[src/hdl/nsrc_pkg.sv]
`timescale 1ns / 1ps

package nsrc_pkg;

  // Stream counters
  localparam int COUNT_BITS = 20;
  localparam int POS_W      = COUNT_BITS + 10;
  localparam int IN_W       = COUNT_BITS + 2;
  localparam int FRAC_BITS  = 8;

  // Chunk geometry
  localparam int CHUNK_SIZE = 1024;
  localparam int OFS_W      = $clog2(CHUNK_SIZE);

  // Results per source word
  localparam int MAX_RESULTS = 4;
  localparam int RUN_W       = $clog2(MAX_RESULTS);

  // Sample and step formats
  localparam int SAMPLE_W   = 16;
  localparam int STEP_W     = 11;
  localparam int STEP_MIN   = 64;
  localparam int STEP_MAX   = 1024;
  localparam int STEP_RESET = 256;

  // Source word queue
  localparam int QUEUE_DEPTH = 4;
  localparam int QPTR_W      = $clog2(QUEUE_DEPTH);

  // Configuration port
  localparam int PADDR_W = 4;
  localparam int PDATA_W = 32;

  typedef enum logic [1:0] {
    REG_STEP  = 2'd0,
    REG_MODE  = 2'd1,
    REG_COUNT = 2'd2
  } reg_index_e;

  typedef enum logic {
    MODE_8BIT  = 1'b0,
    MODE_16BIT = 1'b1
  } width_mode_e;

  typedef enum logic {
    BK_IDLE,
    BK_EMIT
  } back_state_e;

  typedef struct packed {
    logic [STEP_W-1:0]     step;
    width_mode_e           mode;
    logic [COUNT_BITS-1:0] count;
  } cfg_t;

endpackage

[src/hdl/nearest_sample_rate_converter.sv]
`timescale 1ns / 1ps

// Channel   Handshake                  Payload
// config    psel/penable/pwrite/pready paddr, pwdata, prdata
// input     in_valid_i / in_ready_o    raw_sample_i
// output    out_valid_o / out_ready_i  sample_out_o, chunk_offset_o, chunk_start_o,
//                                      run_last_o, stream_done_o
//
// In the back end a source word gives n (0 to 4) output words: it is pulled from the
// queue in BK_IDLE, then each of its output words is emitted in BK_EMIT.
// The front end converts words and buffers up to four of them in a queue.
// Reset is asynchronous and active low; it clears all counters and the queue.
// Either side may stall: the queue and the held output word decouple them.

module nearest_sample_rate_converter import nsrc_pkg::*; (
  input  logic                       clk_i,
  input  logic                       rst_ni,
  input  logic                       psel,
  input  logic                       penable,
  input  logic                       pwrite,
  input  logic [PADDR_W-1:0]         paddr,
  input  logic [PDATA_W-1:0]         pwdata,
  output logic [PDATA_W-1:0]         prdata,
  output logic                       pready,
  input  logic                       in_valid_i,
  output logic                       in_ready_o,
  input  logic [SAMPLE_W-1:0]        raw_sample_i,
  output logic                       out_valid_o,
  input  logic                       out_ready_i,
  output logic signed [SAMPLE_W-1:0] sample_out_o,
  output logic [OFS_W-1:0]           chunk_offset_o,
  output logic                       chunk_start_o,
  output logic                       run_last_o,
  output logic                       stream_done_o
);

  cfg_t                cfg;
  logic                q_valid, pop;
  logic [SAMPLE_W-1:0] q_sample;

  // Configuration registers.
  nsrc_cfg u_cfg (
    .clk_i   (clk_i),
    .rst_ni  (rst_ni),
    .psel    (psel),
    .penable (penable),
    .pwrite  (pwrite),
    .paddr   (paddr),
    .pwdata  (pwdata),
    .prdata  (prdata),
    .pready  (pready),
    .cfg_o   (cfg)
  );

  // Input conversion and queue.
  nsrc_front u_front (
    .clk_i        (clk_i),
    .rst_ni       (rst_ni),
    .mode_i       (cfg.mode),
    .in_valid_i   (in_valid_i),
    .in_ready_o   (in_ready_o),
    .raw_sample_i (raw_sample_i),
    .pop_i        (pop),
    .q_valid_o    (q_valid),
    .q_sample_o   (q_sample)
  );

  // Resampling and output.
  nsrc_back u_back (
    .clk_i          (clk_i),
    .rst_ni         (rst_ni),
    .cfg_i          (cfg),
    .q_valid_i      (q_valid),
    .q_sample_i     (q_sample),
    .pop_o          (pop),
    .out_valid_o    (out_valid_o),
    .out_ready_i    (out_ready_i),
    .sample_out_o   (sample_out_o),
    .chunk_offset_o (chunk_offset_o),
    .chunk_start_o  (chunk_start_o),
    .run_last_o     (run_last_o),
    .stream_done_o  (stream_done_o)
  );

endmodule

[src/hdl/nsrc_cfg.sv]
`timescale 1ns / 1ps

module nsrc_cfg import nsrc_pkg::*; (
  input  logic               clk_i,
  input  logic               rst_ni,
  input  logic               psel,
  input  logic               penable,
  input  logic               pwrite,
  input  logic [PADDR_W-1:0] paddr,
  input  logic [PDATA_W-1:0] pwdata,
  output logic [PDATA_W-1:0] prdata,
  output logic               pready,
  output cfg_t               cfg_o
);

  cfg_t              cfg_q, cfg_d;
  logic              wr_en;
  logic [1:0]        reg_idx;
  logic [STEP_W-1:0] step_raw;
  logic [STEP_W-1:0] step_sat;

  assign pready  = 1'b1;
  assign wr_en   = psel && penable && pwrite && pready;
  assign reg_idx = paddr[3:2];

  // The step register saturates to its legal range.
  assign step_raw = pwdata[STEP_W-1:0];
  always_comb begin
    if (step_raw < STEP_W'(STEP_MIN)) begin
      step_sat = STEP_W'(STEP_MIN);
    end else if (step_raw > STEP_W'(STEP_MAX)) begin
      step_sat = STEP_W'(STEP_MAX);
    end else begin
      step_sat = step_raw;
    end
  end

  // Register write decode.
  always_comb begin
    cfg_d = cfg_q;
    if (wr_en) begin
      unique case (reg_idx)
        REG_STEP:  cfg_d.step  = step_sat;
        REG_MODE:  cfg_d.mode  = width_mode_e'(pwdata[0]);
        REG_COUNT: cfg_d.count = pwdata[COUNT_BITS-1:0];
        default:   cfg_d = cfg_q;
      endcase
    end
  end

  always_ff @(posedge clk_i or negedge rst_ni) begin
    if (!rst_ni) begin
      cfg_q.step  <= STEP_W'(STEP_RESET);
      cfg_q.mode  <= MODE_16BIT;
      cfg_q.count <= '0;
    end else begin
      cfg_q <= cfg_d;
    end
  end

  // Read mux.
  always_comb begin
    unique case (reg_idx)
      REG_STEP:  prdata = PDATA_W'(cfg_q.step);
      REG_MODE:  prdata = PDATA_W'(cfg_q.mode);
      REG_COUNT: prdata = PDATA_W'(cfg_q.count);
      default:   prdata = '0;
    endcase
  end

  assign cfg_o = cfg_q;

endmodule

[src/hdl/nsrc_front.sv]
`timescale 1ns / 1ps

module nsrc_front import nsrc_pkg::*; (
  input  logic                clk_i,
  input  logic                rst_ni,
  input  width_mode_e         mode_i,
  input  logic                in_valid_i,
  output logic                in_ready_o,
  input  logic [SAMPLE_W-1:0] raw_sample_i,
  input  logic                pop_i,
  output logic                q_valid_o,
  output logic [SAMPLE_W-1:0] q_sample_o
);

  logic [SAMPLE_W-1:0] store_q [QUEUE_DEPTH];
  logic [QPTR_W-1:0]   wr_ptr_q, rd_ptr_q;
  logic [QPTR_W:0]     fill_q, fill_d;
  logic [SAMPLE_W-1:0] conv;
  logic                push, pop;

  // Sample conversion: an 8-bit source is centered and moved to the top byte.
  always_comb begin
    if (mode_i == MODE_16BIT) begin
      conv = raw_sample_i;
    end else begin
      conv = {raw_sample_i[7:0] ^ 8'h80, 8'h00};
    end
  end

  assign in_ready_o = (fill_q != (QPTR_W+1)'(QUEUE_DEPTH));
  assign q_valid_o  = (fill_q != '0);
  assign push       = in_valid_i && in_ready_o;
  assign pop        = pop_i && q_valid_o;
  assign q_sample_o = store_q[rd_ptr_q];

  always_comb begin
    fill_d = fill_q;
    if (push && !pop) begin
      fill_d = fill_q + 1'b1;
    end else if (pop && !push) begin
      fill_d = fill_q - 1'b1;
    end
  end

  // Queue pointers and fill count.
  always_ff @(posedge clk_i or negedge rst_ni) begin
    if (!rst_ni) begin
      wr_ptr_q <= '0;
      rd_ptr_q <= '0;
      fill_q   <= '0;
    end else begin
      fill_q <= fill_d;
      if (push) begin
        wr_ptr_q <= wr_ptr_q + 1'b1;
      end
      if (pop) begin
        rd_ptr_q <= rd_ptr_q + 1'b1;
      end
    end
  end

  // Queue storage.
  always_ff @(posedge clk_i) begin
    if (push) begin
      store_q[wr_ptr_q] <= conv;
    end
  end

endmodule

[src/hdl/nsrc_back.sv]
`timescale 1ns / 1ps

module nsrc_back import nsrc_pkg::*; (
  input  logic                       clk_i,
  input  logic                       rst_ni,
  input  cfg_t                       cfg_i,
  input  logic                       q_valid_i,
  input  logic [SAMPLE_W-1:0]        q_sample_i,
  output logic                       pop_o,
  output logic                       out_valid_o,
  input  logic                       out_ready_i,
  output logic signed [SAMPLE_W-1:0] sample_out_o,
  output logic [OFS_W-1:0]           chunk_offset_o,
  output logic                       chunk_start_o,
  output logic                       run_last_o,
  output logic                       stream_done_o
);

  back_state_e           state_q, state_d;
  logic [COUNT_BITS-1:0] out_index_q, out_index_inc;
  logic [POS_W-1:0]      pos_q, pos_next;
  logic [IN_W-1:0]       in_index_q;
  logic [RUN_W-1:0]      run_q;
  logic [SAMPLE_W-1:0]   sample_q;
  logic                  active, more, last_out, fire;

  // A source word starts a run if outputs are still due and its slot is reached.
  assign active = (out_index_q < cfg_i.count) &&
                  (pos_q[POS_W-1:FRAC_BITS] <= in_index_q);

  // Whether another output follows the current one for this word.
  assign out_index_inc = out_index_q + 1'b1;
  assign pos_next      = pos_q + POS_W'(cfg_i.step);
  assign last_out      = (out_index_inc == cfg_i.count);
  assign more = (run_q != RUN_W'(MAX_RESULTS - 1)) && !last_out &&
                (pos_next[POS_W-1:FRAC_BITS] <= in_index_q);

  assign fire = out_valid_o && out_ready_i;

  // Next state.
  always_comb begin
    state_d = state_q;
    unique case (state_q)
      BK_IDLE: begin
        if (q_valid_i && active) begin
          state_d = BK_EMIT;
        end
      end
      BK_EMIT: begin
        if (out_ready_i && !more) begin
          state_d = BK_IDLE;
        end
      end
      default: state_d = BK_IDLE;
    endcase
  end

  // State outputs.
  always_comb begin
    pop_o       = 1'b0;
    out_valid_o = 1'b0;
    unique case (state_q)
      BK_IDLE: pop_o       = q_valid_i;
      BK_EMIT: out_valid_o = 1'b1;
      default: begin
        pop_o       = 1'b0;
        out_valid_o = 1'b0;
      end
    endcase
  end

  // Stream counters and the held source word.
  always_ff @(posedge clk_i or negedge rst_ni) begin
    if (!rst_ni) begin
      state_q     <= BK_IDLE;
      out_index_q <= '0;
      pos_q       <= '0;
      in_index_q  <= '0;
      run_q       <= '0;
    end else begin
      state_q <= state_d;
      if (pop_o) begin
        run_q <= '0;
        // A word that gives no output only moves the source index.
        if (!active && (in_index_q != '1)) begin
          in_index_q <= in_index_q + 1'b1;
        end
      end
      if (fire) begin
        out_index_q <= out_index_inc;
        pos_q       <= pos_next;
        run_q       <= run_q + 1'b1;
        if (!more && (in_index_q != '1)) begin
          in_index_q <= in_index_q + 1'b1;
        end
      end
    end
  end

  always_ff @(posedge clk_i) begin
    if (pop_o) begin
      sample_q <= q_sample_i;
    end
  end

  // Result word.
  assign sample_out_o   = signed'(sample_q);
  assign chunk_offset_o = out_index_q[OFS_W-1:0];
  assign chunk_start_o  = (out_index_q[OFS_W-1:0] == '0);
  assign run_last_o     = !more;
  assign stream_done_o  = last_out;

endmodule
[config.mk]
export PLATFORM = sky130hd
export DESIGN_NAME = nearest_sample_rate_converter
export DESIGN_NICKNAME = d
export VERILOG_FILES = /design/src/hdl/nsrc_pkg.sv /design/src/hdl/nearest_sample_rate_converter.sv /design/src/hdl/nsrc_cfg.sv /design/src/hdl/nsrc_front.sv /design/src/hdl/nsrc_back.sv
export SDC_FILE = /design/constraint.sdc
export NUM_CORES = 1
export LEC_CHECK = 0
export ABC_AREA = 0
export BUFFER_PORTS_ARGS = -buffer_cell sky130_fd_sc_hd__buf_4
export CORE_MARGIN = 3
export CORE_UTILIZATION = 30
export DETAILED_ROUTE_END_ITERATION = 8
export RECOVER_POWER = 50
export REMOVE_ABC_BUFFERS = 1
export SLEW_MARGIN = 30
export SYNTH_ARGS = -nofsm -noshare
export SYNTH_HDL_FRONTEND = slang
export SYNTH_HIERARCHICAL = 1
export SYNTH_SLANG_ARGS = --single-unit
export TNS_END_PERCENT = 100
[constraint.sdc]
create_clock -name clk_i -period 9 [get_ports clk_i]
set_clock_uncertainty 0.2 [all_clocks]
set_input_delay 0.45 -clock clk_i [delete_from_list [all_inputs] [get_ports clk_i]]
set_output_delay 0.45 -clock clk_i [all_outputs]
set_load 0.01 [all_outputs]
**Yosys cells after proc, flatten, opt, wreduce, memory -nomap -nowiden**

Memory sizes are Yosys's and may differ from the RTL's. A register that Yosys moved wholly into a read port is not among the register bits.
Cells that the tools add are included.

- Flip-flop bits (word level): 114
- Bits in writable memories: 64
- Input bits: 59
- Output and inout port bits: 64
- Word-level logic and storage cells: 79
- Memories: 1

Memories:

| name | depth | bits a word | read ports | clocked after Yosys merged registers in | wr ports | RTL line | source |
|---|---|---|---|---|---|---|---|
| u_front.store_q | 4 | 16 | 1 | 1 | 1 | nsrc_front.sv:15 | `logic [SAMPLE_W-1:0] store_q [QUEUE_DEPTH];` |

- Add/subtract/negate cells: 8
- Magnitude comparators: 5
- Eq/ne operators: 6
- Multiplexer cells: 19
- Bitwise operators: 2
- Reductions and logical operators: 27

Operators with widths:

| cell | count |
|---|---|
| $mux W22 | 4 |
| $pmux W20 S3 | 1 |
| $le A22 B22 Y1 | 2 |
| $add A30 B11 Y30 | 1 |
| $add A22 B1 Y22 const B | 1 |
| $mux W11 | 2 |
| $ne A22 B22 Y1 const B | 1 |
| $add A20 B1 Y20 const B | 1 |
| $eq A20 B20 Y1 | 1 |
| $lt A20 B20 Y1 | 1 |
| $mux W16 | 1 |
| $logic_and A1 B1 Y1 | 14 |
| $gt A11 B11 Y1 const B | 1 |
| $lt A11 B7 Y1 const B | 1 |
| $logic_not A10 Y1 | 1 |
| $add A2 B1 Y2 const B | 3 |
| $mux W1 | 6 |
| $mux W3 | 2 |
| $reduce_and A2 Y1 | 3 |
| $logic_not A1 Y1 | 5 |
| $mux W2 | 2 |
| $reduce_bool A2 Y1 | 2 |
| $add A3 B1 Y3 const B | 1 |
| $ne A3 B3 Y1 const B | 1 |
| other kinds (8) | 9 |

**Longest topological paths before layout**

- Depth in word-level cells: 9
- Gate-level depth with buffers: 22
- Gate-level depth less buffers: 20

**Modules after synthesis**

The synthesis kept the hierarchy.

By module, submodules not included:

| module | instances | cells an instance | area each (um^2) | seq. area each (um^2) |
|---|---|---|---|---|
| nsrc_back | 1 | 741 | 6799.0 | 2357.3 |
| nsrc_front | 1 | 138 | 2906.5 | 2097.0 |
| nsrc_cfg | 1 | 145 | 1764.2 | 803.3 |

**Least setup slack after synthesis**

OpenSTA, ideal clock, no wires.

- Path kind: register -> register
- From: reg u_cfg.cfg_q (netlist bit u_cfg/cfg_o[21])
- To: reg u_back.in_index_q[1]
- Library setup time: 0.125 ns
- Arrival: 4.207 ns
- Data required time: 8.675 ns
- Setup slack: 4.468 ns
- Stages on the path, launching flop included: 21
- Buffers on the path: 1
- Period minus slack after synthesis: 4.532 ns
- Path through: dfrtp_1 -> ha_1 -> fa_1 -> a21o_1 -> a21oi_1 -> o21bai_1 -> a211oi_1 -> o31ai_1 -> a21boi_0 -> clkbuf_1 -> nor2_1 -> xor2_1 -> ha_1 -> nor2b_1 -> o21ai_0 -> nand2_1 -> a211oi_1 -> a31oi_1 -> a211o_2 -> nand2_1 -> mux2_4

- Cells in the longest elaborated chain, start to end: 7

Ends and longest elaborated chain:

| element | RTL line | source |
|---|---|---|
| start: declaration | nsrc_cfg.sv:16 | `cfg_t cfg_q, cfg_d;` |
| start signal: assignment | nsrc_cfg.sv:57 | `cfg_q <= cfg_d;` |
| $add A30 B11 Y30 | nsrc_back.sv:33 | `assign pos_next = pos_q + POS_W'(cfg_i.step);` |
| net u_back.pos_next[28] | nsrc_back.sv:21 | `logic [POS_W-1:0] pos_q, pos_next;` |
| $le A22 B22 Y1 | nsrc_back.sv:36 | `(pos_next[POS_W-1:FRAC_BITS] <= in_index_q);` |
| $logic_and A1 B1 Y1 | nsrc_back.sv:35 | `assign more = (run_q != RUN_W'(MAX_RESULTS - 1)) && !last_out &&` |
| $logic_not A1 Y1 | nsrc_back.sv:93 | `if (!more && (in_index_q != '1)) begin` |
| $logic_and A1 B1 Y1 | nsrc_back.sv:93 |  |
| $mux W22 | nsrc_back.sv:93 |  |
| $mux W22 | nsrc_back.sv:89 | `if (fire) begin` |
| end signal: assignment | nsrc_back.sv:86 | `in_index_q <= in_index_q + 1'b1;` |
| end signal: assignment | nsrc_back.sv:94 | `in_index_q <= in_index_q + 1'b1;` |
| end: declaration | nsrc_back.sv:22 | `logic [IN_W-1:0] in_index_q;` |

The timed path passes the listed nets, and every way through them passes these cells.
A chain may end at the register's enable or synchronous reset.

**Final worst setup path**

- From: reg u_cfg.cfg_q (netlist bit u_cfg/cfg_o[22])
- To: out run_last_o

- Cells in the longest elaborated chain, start to end: 4

Ends and longest elaborated chain:

| element | RTL line | source |
|---|---|---|
| $add A30 B11 Y30 | nsrc_back.sv:33 |  |
| net u_back.pos_next[27] | nsrc_back.sv:21 |  |
| $le A22 B22 Y1 | nsrc_back.sv:36 |  |
| $logic_and A1 B1 Y1 | nsrc_back.sv:35 |  |
| $logic_not A1 Y1 | nsrc_back.sv:110 | `assign run_last_o = !more;` |
| end: declaration | nearest_sample_rate_converter.sv:33 | `output logic run_last_o,` |

The timed path passes the listed nets, and every way through them passes these cells.

==> metrics.md <==
| Metric | Value |
|---|---|
| Status | finished with violations |
| Failing checks | max-capacitance violations, max-slew violations |
| Clk sink count | 194 |
| DR vias | 7793 |
| Crit path buf inv count | 1 |
| Synth-to-Final Area Change | 12.0% |
| Most used cell, CP | a21oi_1 |
| Gpl congestion | 0.837 |
| CTS max path bufs | 2 |
| Dpl hpwl | 19400 µm |
| Reg clk slew, reported paths | 0.08 ns |
| Max-Cap Viols | 2 |
| Placed Area | 12500 µm² |
| First-pass GRT wire length | 43100 µm |
| WHS | 0.0199 ns |
| Number of synthesized register bits | 194 |
| Worst path depth | 19 |
| Final core occ | 34.6% |
| PwrDens | 239 nW/µm² |
| Multi-input logic area | 5530 µm² |
| Starting DRT DRC Count | 422 |
| Crit path max fanout | 8 |
| CP peak stage delay | 0.45 ns |
| Peak VDD IR | 0.000112 V |
| Setup_tns | 0 ns |
| Post-CTS setup buffers | 0 |
| DRC | 0 |
| GRT overflow | 0 |
| Post-Route WL | 26400 µm |
| # IOs | 123 |
| # resized after CTS | 0 |
| Pin count of the biggest net entering global routing | 59 |
| Met1 WL | 12600 µm |
| N_diodes | 0 |
| First-pass iteration count of the detailed router | 5 |
| ANT nets after route | 0 |
| Main synth FF type | dfrtp_1 |
| DR top layer | met4 |
| CTS Buf Count | 17 |
| Root buf cell | clkbuf_16 |
| Largest delay contributor family on the critical path | compound AO/OA/AOI/OAI gates |
| Layout fillers | 3803 |
| Critical path launch point type | flip-flop |
| Core ar. | 37100 µm² |
| Chip width | 202 µm |
| Total length of routed met3 wires | 1070 µm |
| Vias/cell | 4.83 |
| Final Hold Vio Count | 0 |
| Required time of the critical path | 8.35 ns |
| Nets | 1240 |
| CP endpoint kind | primary output |
| Crit path arrival time | 5.18 ns |
| Finish-stage setup viols | 0 |
| Crit Path Class | reg2out |
| Share of layout cells above drive strength 1 | 10.7% |
| Mean Syn Cell Area | 11.2 µm² |
| Gr usage total | 13.2% |
| CTS H-tree depth | 4 |
| Worst Reg2Reg Path Length in Cells | 20 |
| Relative slew slack | -121% |
| Final Slew Violations | 87 |
| Hold Path Class | in2reg |
| Critical Path, Cell by Cell | ha_1, a21o_1, a21o_1, a21oi_1, a21oi_1, o41ai_1, o21a_1, nand2b_1, nor3_1, xor2_1, ha_1, a21oi_1, nor2b_1, o21ai_0, nand2_1, a211oi_1, a31oi_1, or2_2, buf_4 |
| Register area | 5260 µm² |
| IO Port Bufs | 95 |
| Number of synthesized flops with an enable pin | 80 |
| Vias in the first global route | 7924 |
| Sequential-to-total area share from yosys stat | 45.8% |
| Minimum clock period | 5.83 ns |
| Synth warnings | 6 |
| Die Footprint | 40600 µm² |
| Hold path cells | 2 |
| Routed len/inst | 16.4 µm |
| Worst path slowest cell | o41ai_1 |
| P_leak | 5.53 nW |
| Synth Cell Area | 11500 µm² |
| Row count | 70 |
| RSZ-0062 raised after global routing | false |
| Mapped Cells | 1024 |
| Design Power | 0.00306 W |
| Final period util | 64.7% |
| Met2 routed WL | 12200 µm |
| Fmax | 172 MHz |
| Design area | 12800 µm² |
| CTS tree | done |
| Yosys cell types | 71 |
| Initial Util | 30.9% |
| Antenna violations before repair | 0 |
| Height of the chip | 202 µm |
| Worst-Skew Late Latency | 0.44 ns |
| Async SR Flop Fraction | 58.8% |
| Slew at the pin with the worst max-slew slack | 3.32 ns |
[layout make-up]
| type | count | share of cell area [%] |
|---|---|---|
| clock buffers | 17 | 3.31 |
| clock inverters | 15 | 1.37 |
| inverters | 59 | 1.72 |
| multi-input cells | 723 | 43.0 |
| flip-flops and latches | 194 | 40.9 |
| well taps | 504 | 4.91 |
| repair buffers | 100 | 4.72 |
[metal layers]
layer  track usage [%]  vias up
met2              21.4      173
met5                 0        -
met4              4.31        0
met1              17.9     3829
li1                  -     3763
met3              2.54       28
[layout by cell type, fill, tap and decap left out, types with 9 or more instances in the layout]
cell / n
a21oi_1: 30
buf_4: 60
mux2_1: 25
xnor2_1: 64
nand2_1: 64
xor2_1: 52
nor2_1: 64
inv_1: 59
clkbuf_16: 17
ha_1: 84
clkbuf_1: 39
edfxtp_1: 80
conb_1: 13
and2_1: 18
and2_0: 10
and3_1: 25
nand4_1: 28
dfrtp_1: 112
nand2b_1: 10
nor3_1: 20
mux2i_1: 13
nand3_1: 43
o21ai_0: 36
nor4_1: 9
[state kept, by name, indices dropped and copies added, names as in the netlist]
name	flops
u_front/store_q	64
u_back/out_index_q	20
u_back/pos_q	30
u_cfg/cfg_o	32
u_back/in_index_q	22
u_front/rd_ptr_q	2
u_front/fill_q	3
u_back/state_q	1
u_front/wr_ptr_q	2
u_back/run_q	2
u_back/sample_out_o	16
[metrics by stage]
stage	cells	setup slack [ns]
final	1612	3.17
after global routing	1612	2.81
after CTS	1612	3.16
after global placement	1579	3.48
after floorplan	976	4.08
after detailed placement	1579	3.56
[where the power goes]
part / internal, W / total (W) / leakage, nW / switching, W
Combinational: 0.000428 / 0.000943 / 3.03 / 0.000515
Clock: 0.000400 / 0.000778 / 0.298 / 0.000378
Sequential: 0.00114 / 0.00134 / 2.21 / 0.000204
Total: 0.00197 / 0.00306 / 5.53 / 0.00110
[cell families (layout without fill, tap and decap cells)]
family	after synthesis	count (layout)	synth area share [%]
AND/OR/NAND/NOR	324	324	15.0
flip-flops	194	194	45.8
AO/OA/AOI/OAI	123	123	6.99
buffers and inverters	118	191	5.41
XOR/XNOR	116	116	8.86
adder cells (fa/ha/maj)	86	86	9.51
multiplexers	61	61	8.37
other	2	13	0.0655
[final timing paths]
check | end | start | slack [ns]
max | run_last_o | u_cfg/cfg_o[22] | 3.17
min | u_cfg/cfg_o[13] | pwdata[13] | 0.02
max reg2reg | u_back/in_index_q[1] | u_cfg/cfg_o[22] | 3.49
min reg2reg | u_back/in_index_q[8] | u_back/in_index_q[8] | 0.28
max in group asynchronous | u_back/out_index_q[7] | rst_ni | 5.00
min in group asynchronous | u_back/pos_q[27] | rst_ni | 1.48
[synth_stat cells, types with 5 or more instances]
master    count  area share (%)
dfrtp_1     112              24
ha_1         84             9.2
edfxtp_1     80              21
nand2_1      64             2.1
nor2_1       64             2.1
xnor2_1      64             4.9
inv_1        59             1.9
xor2_1       52             4.0
nand3_1      43             1.9
o21ai_0      36             1.6
a21oi_1      30             1.3
and2_1       28             1.5
nand4_1      28             1.5
and3_1       25             1.4
buf_4        24             1.6
mux2_4       21             2.7
nor3_1       20            0.87
clkbuf_1     16            0.52
mux2i_1      13             1.1
buf_2        12            0.52
mux2_2       11             1.1
nand2b_1     10            0.55
mux4_1        8             1.8
mux4_2        8             1.6
nor4_1        8            0.44
a21o_1        7            0.46
or3_1         7            0.38
a211oi_1      5            0.33
a22o_1        5            0.38
nor2b_1       5            0.27
o21a_1        5            0.33
[timing repair]
action / CTS / global route
hold buffers: 1 / 0
setup endpoints to repair: 0 / 0
hold endpoints to repair: 56 / 0
Power figures use the tool's default switching activity.
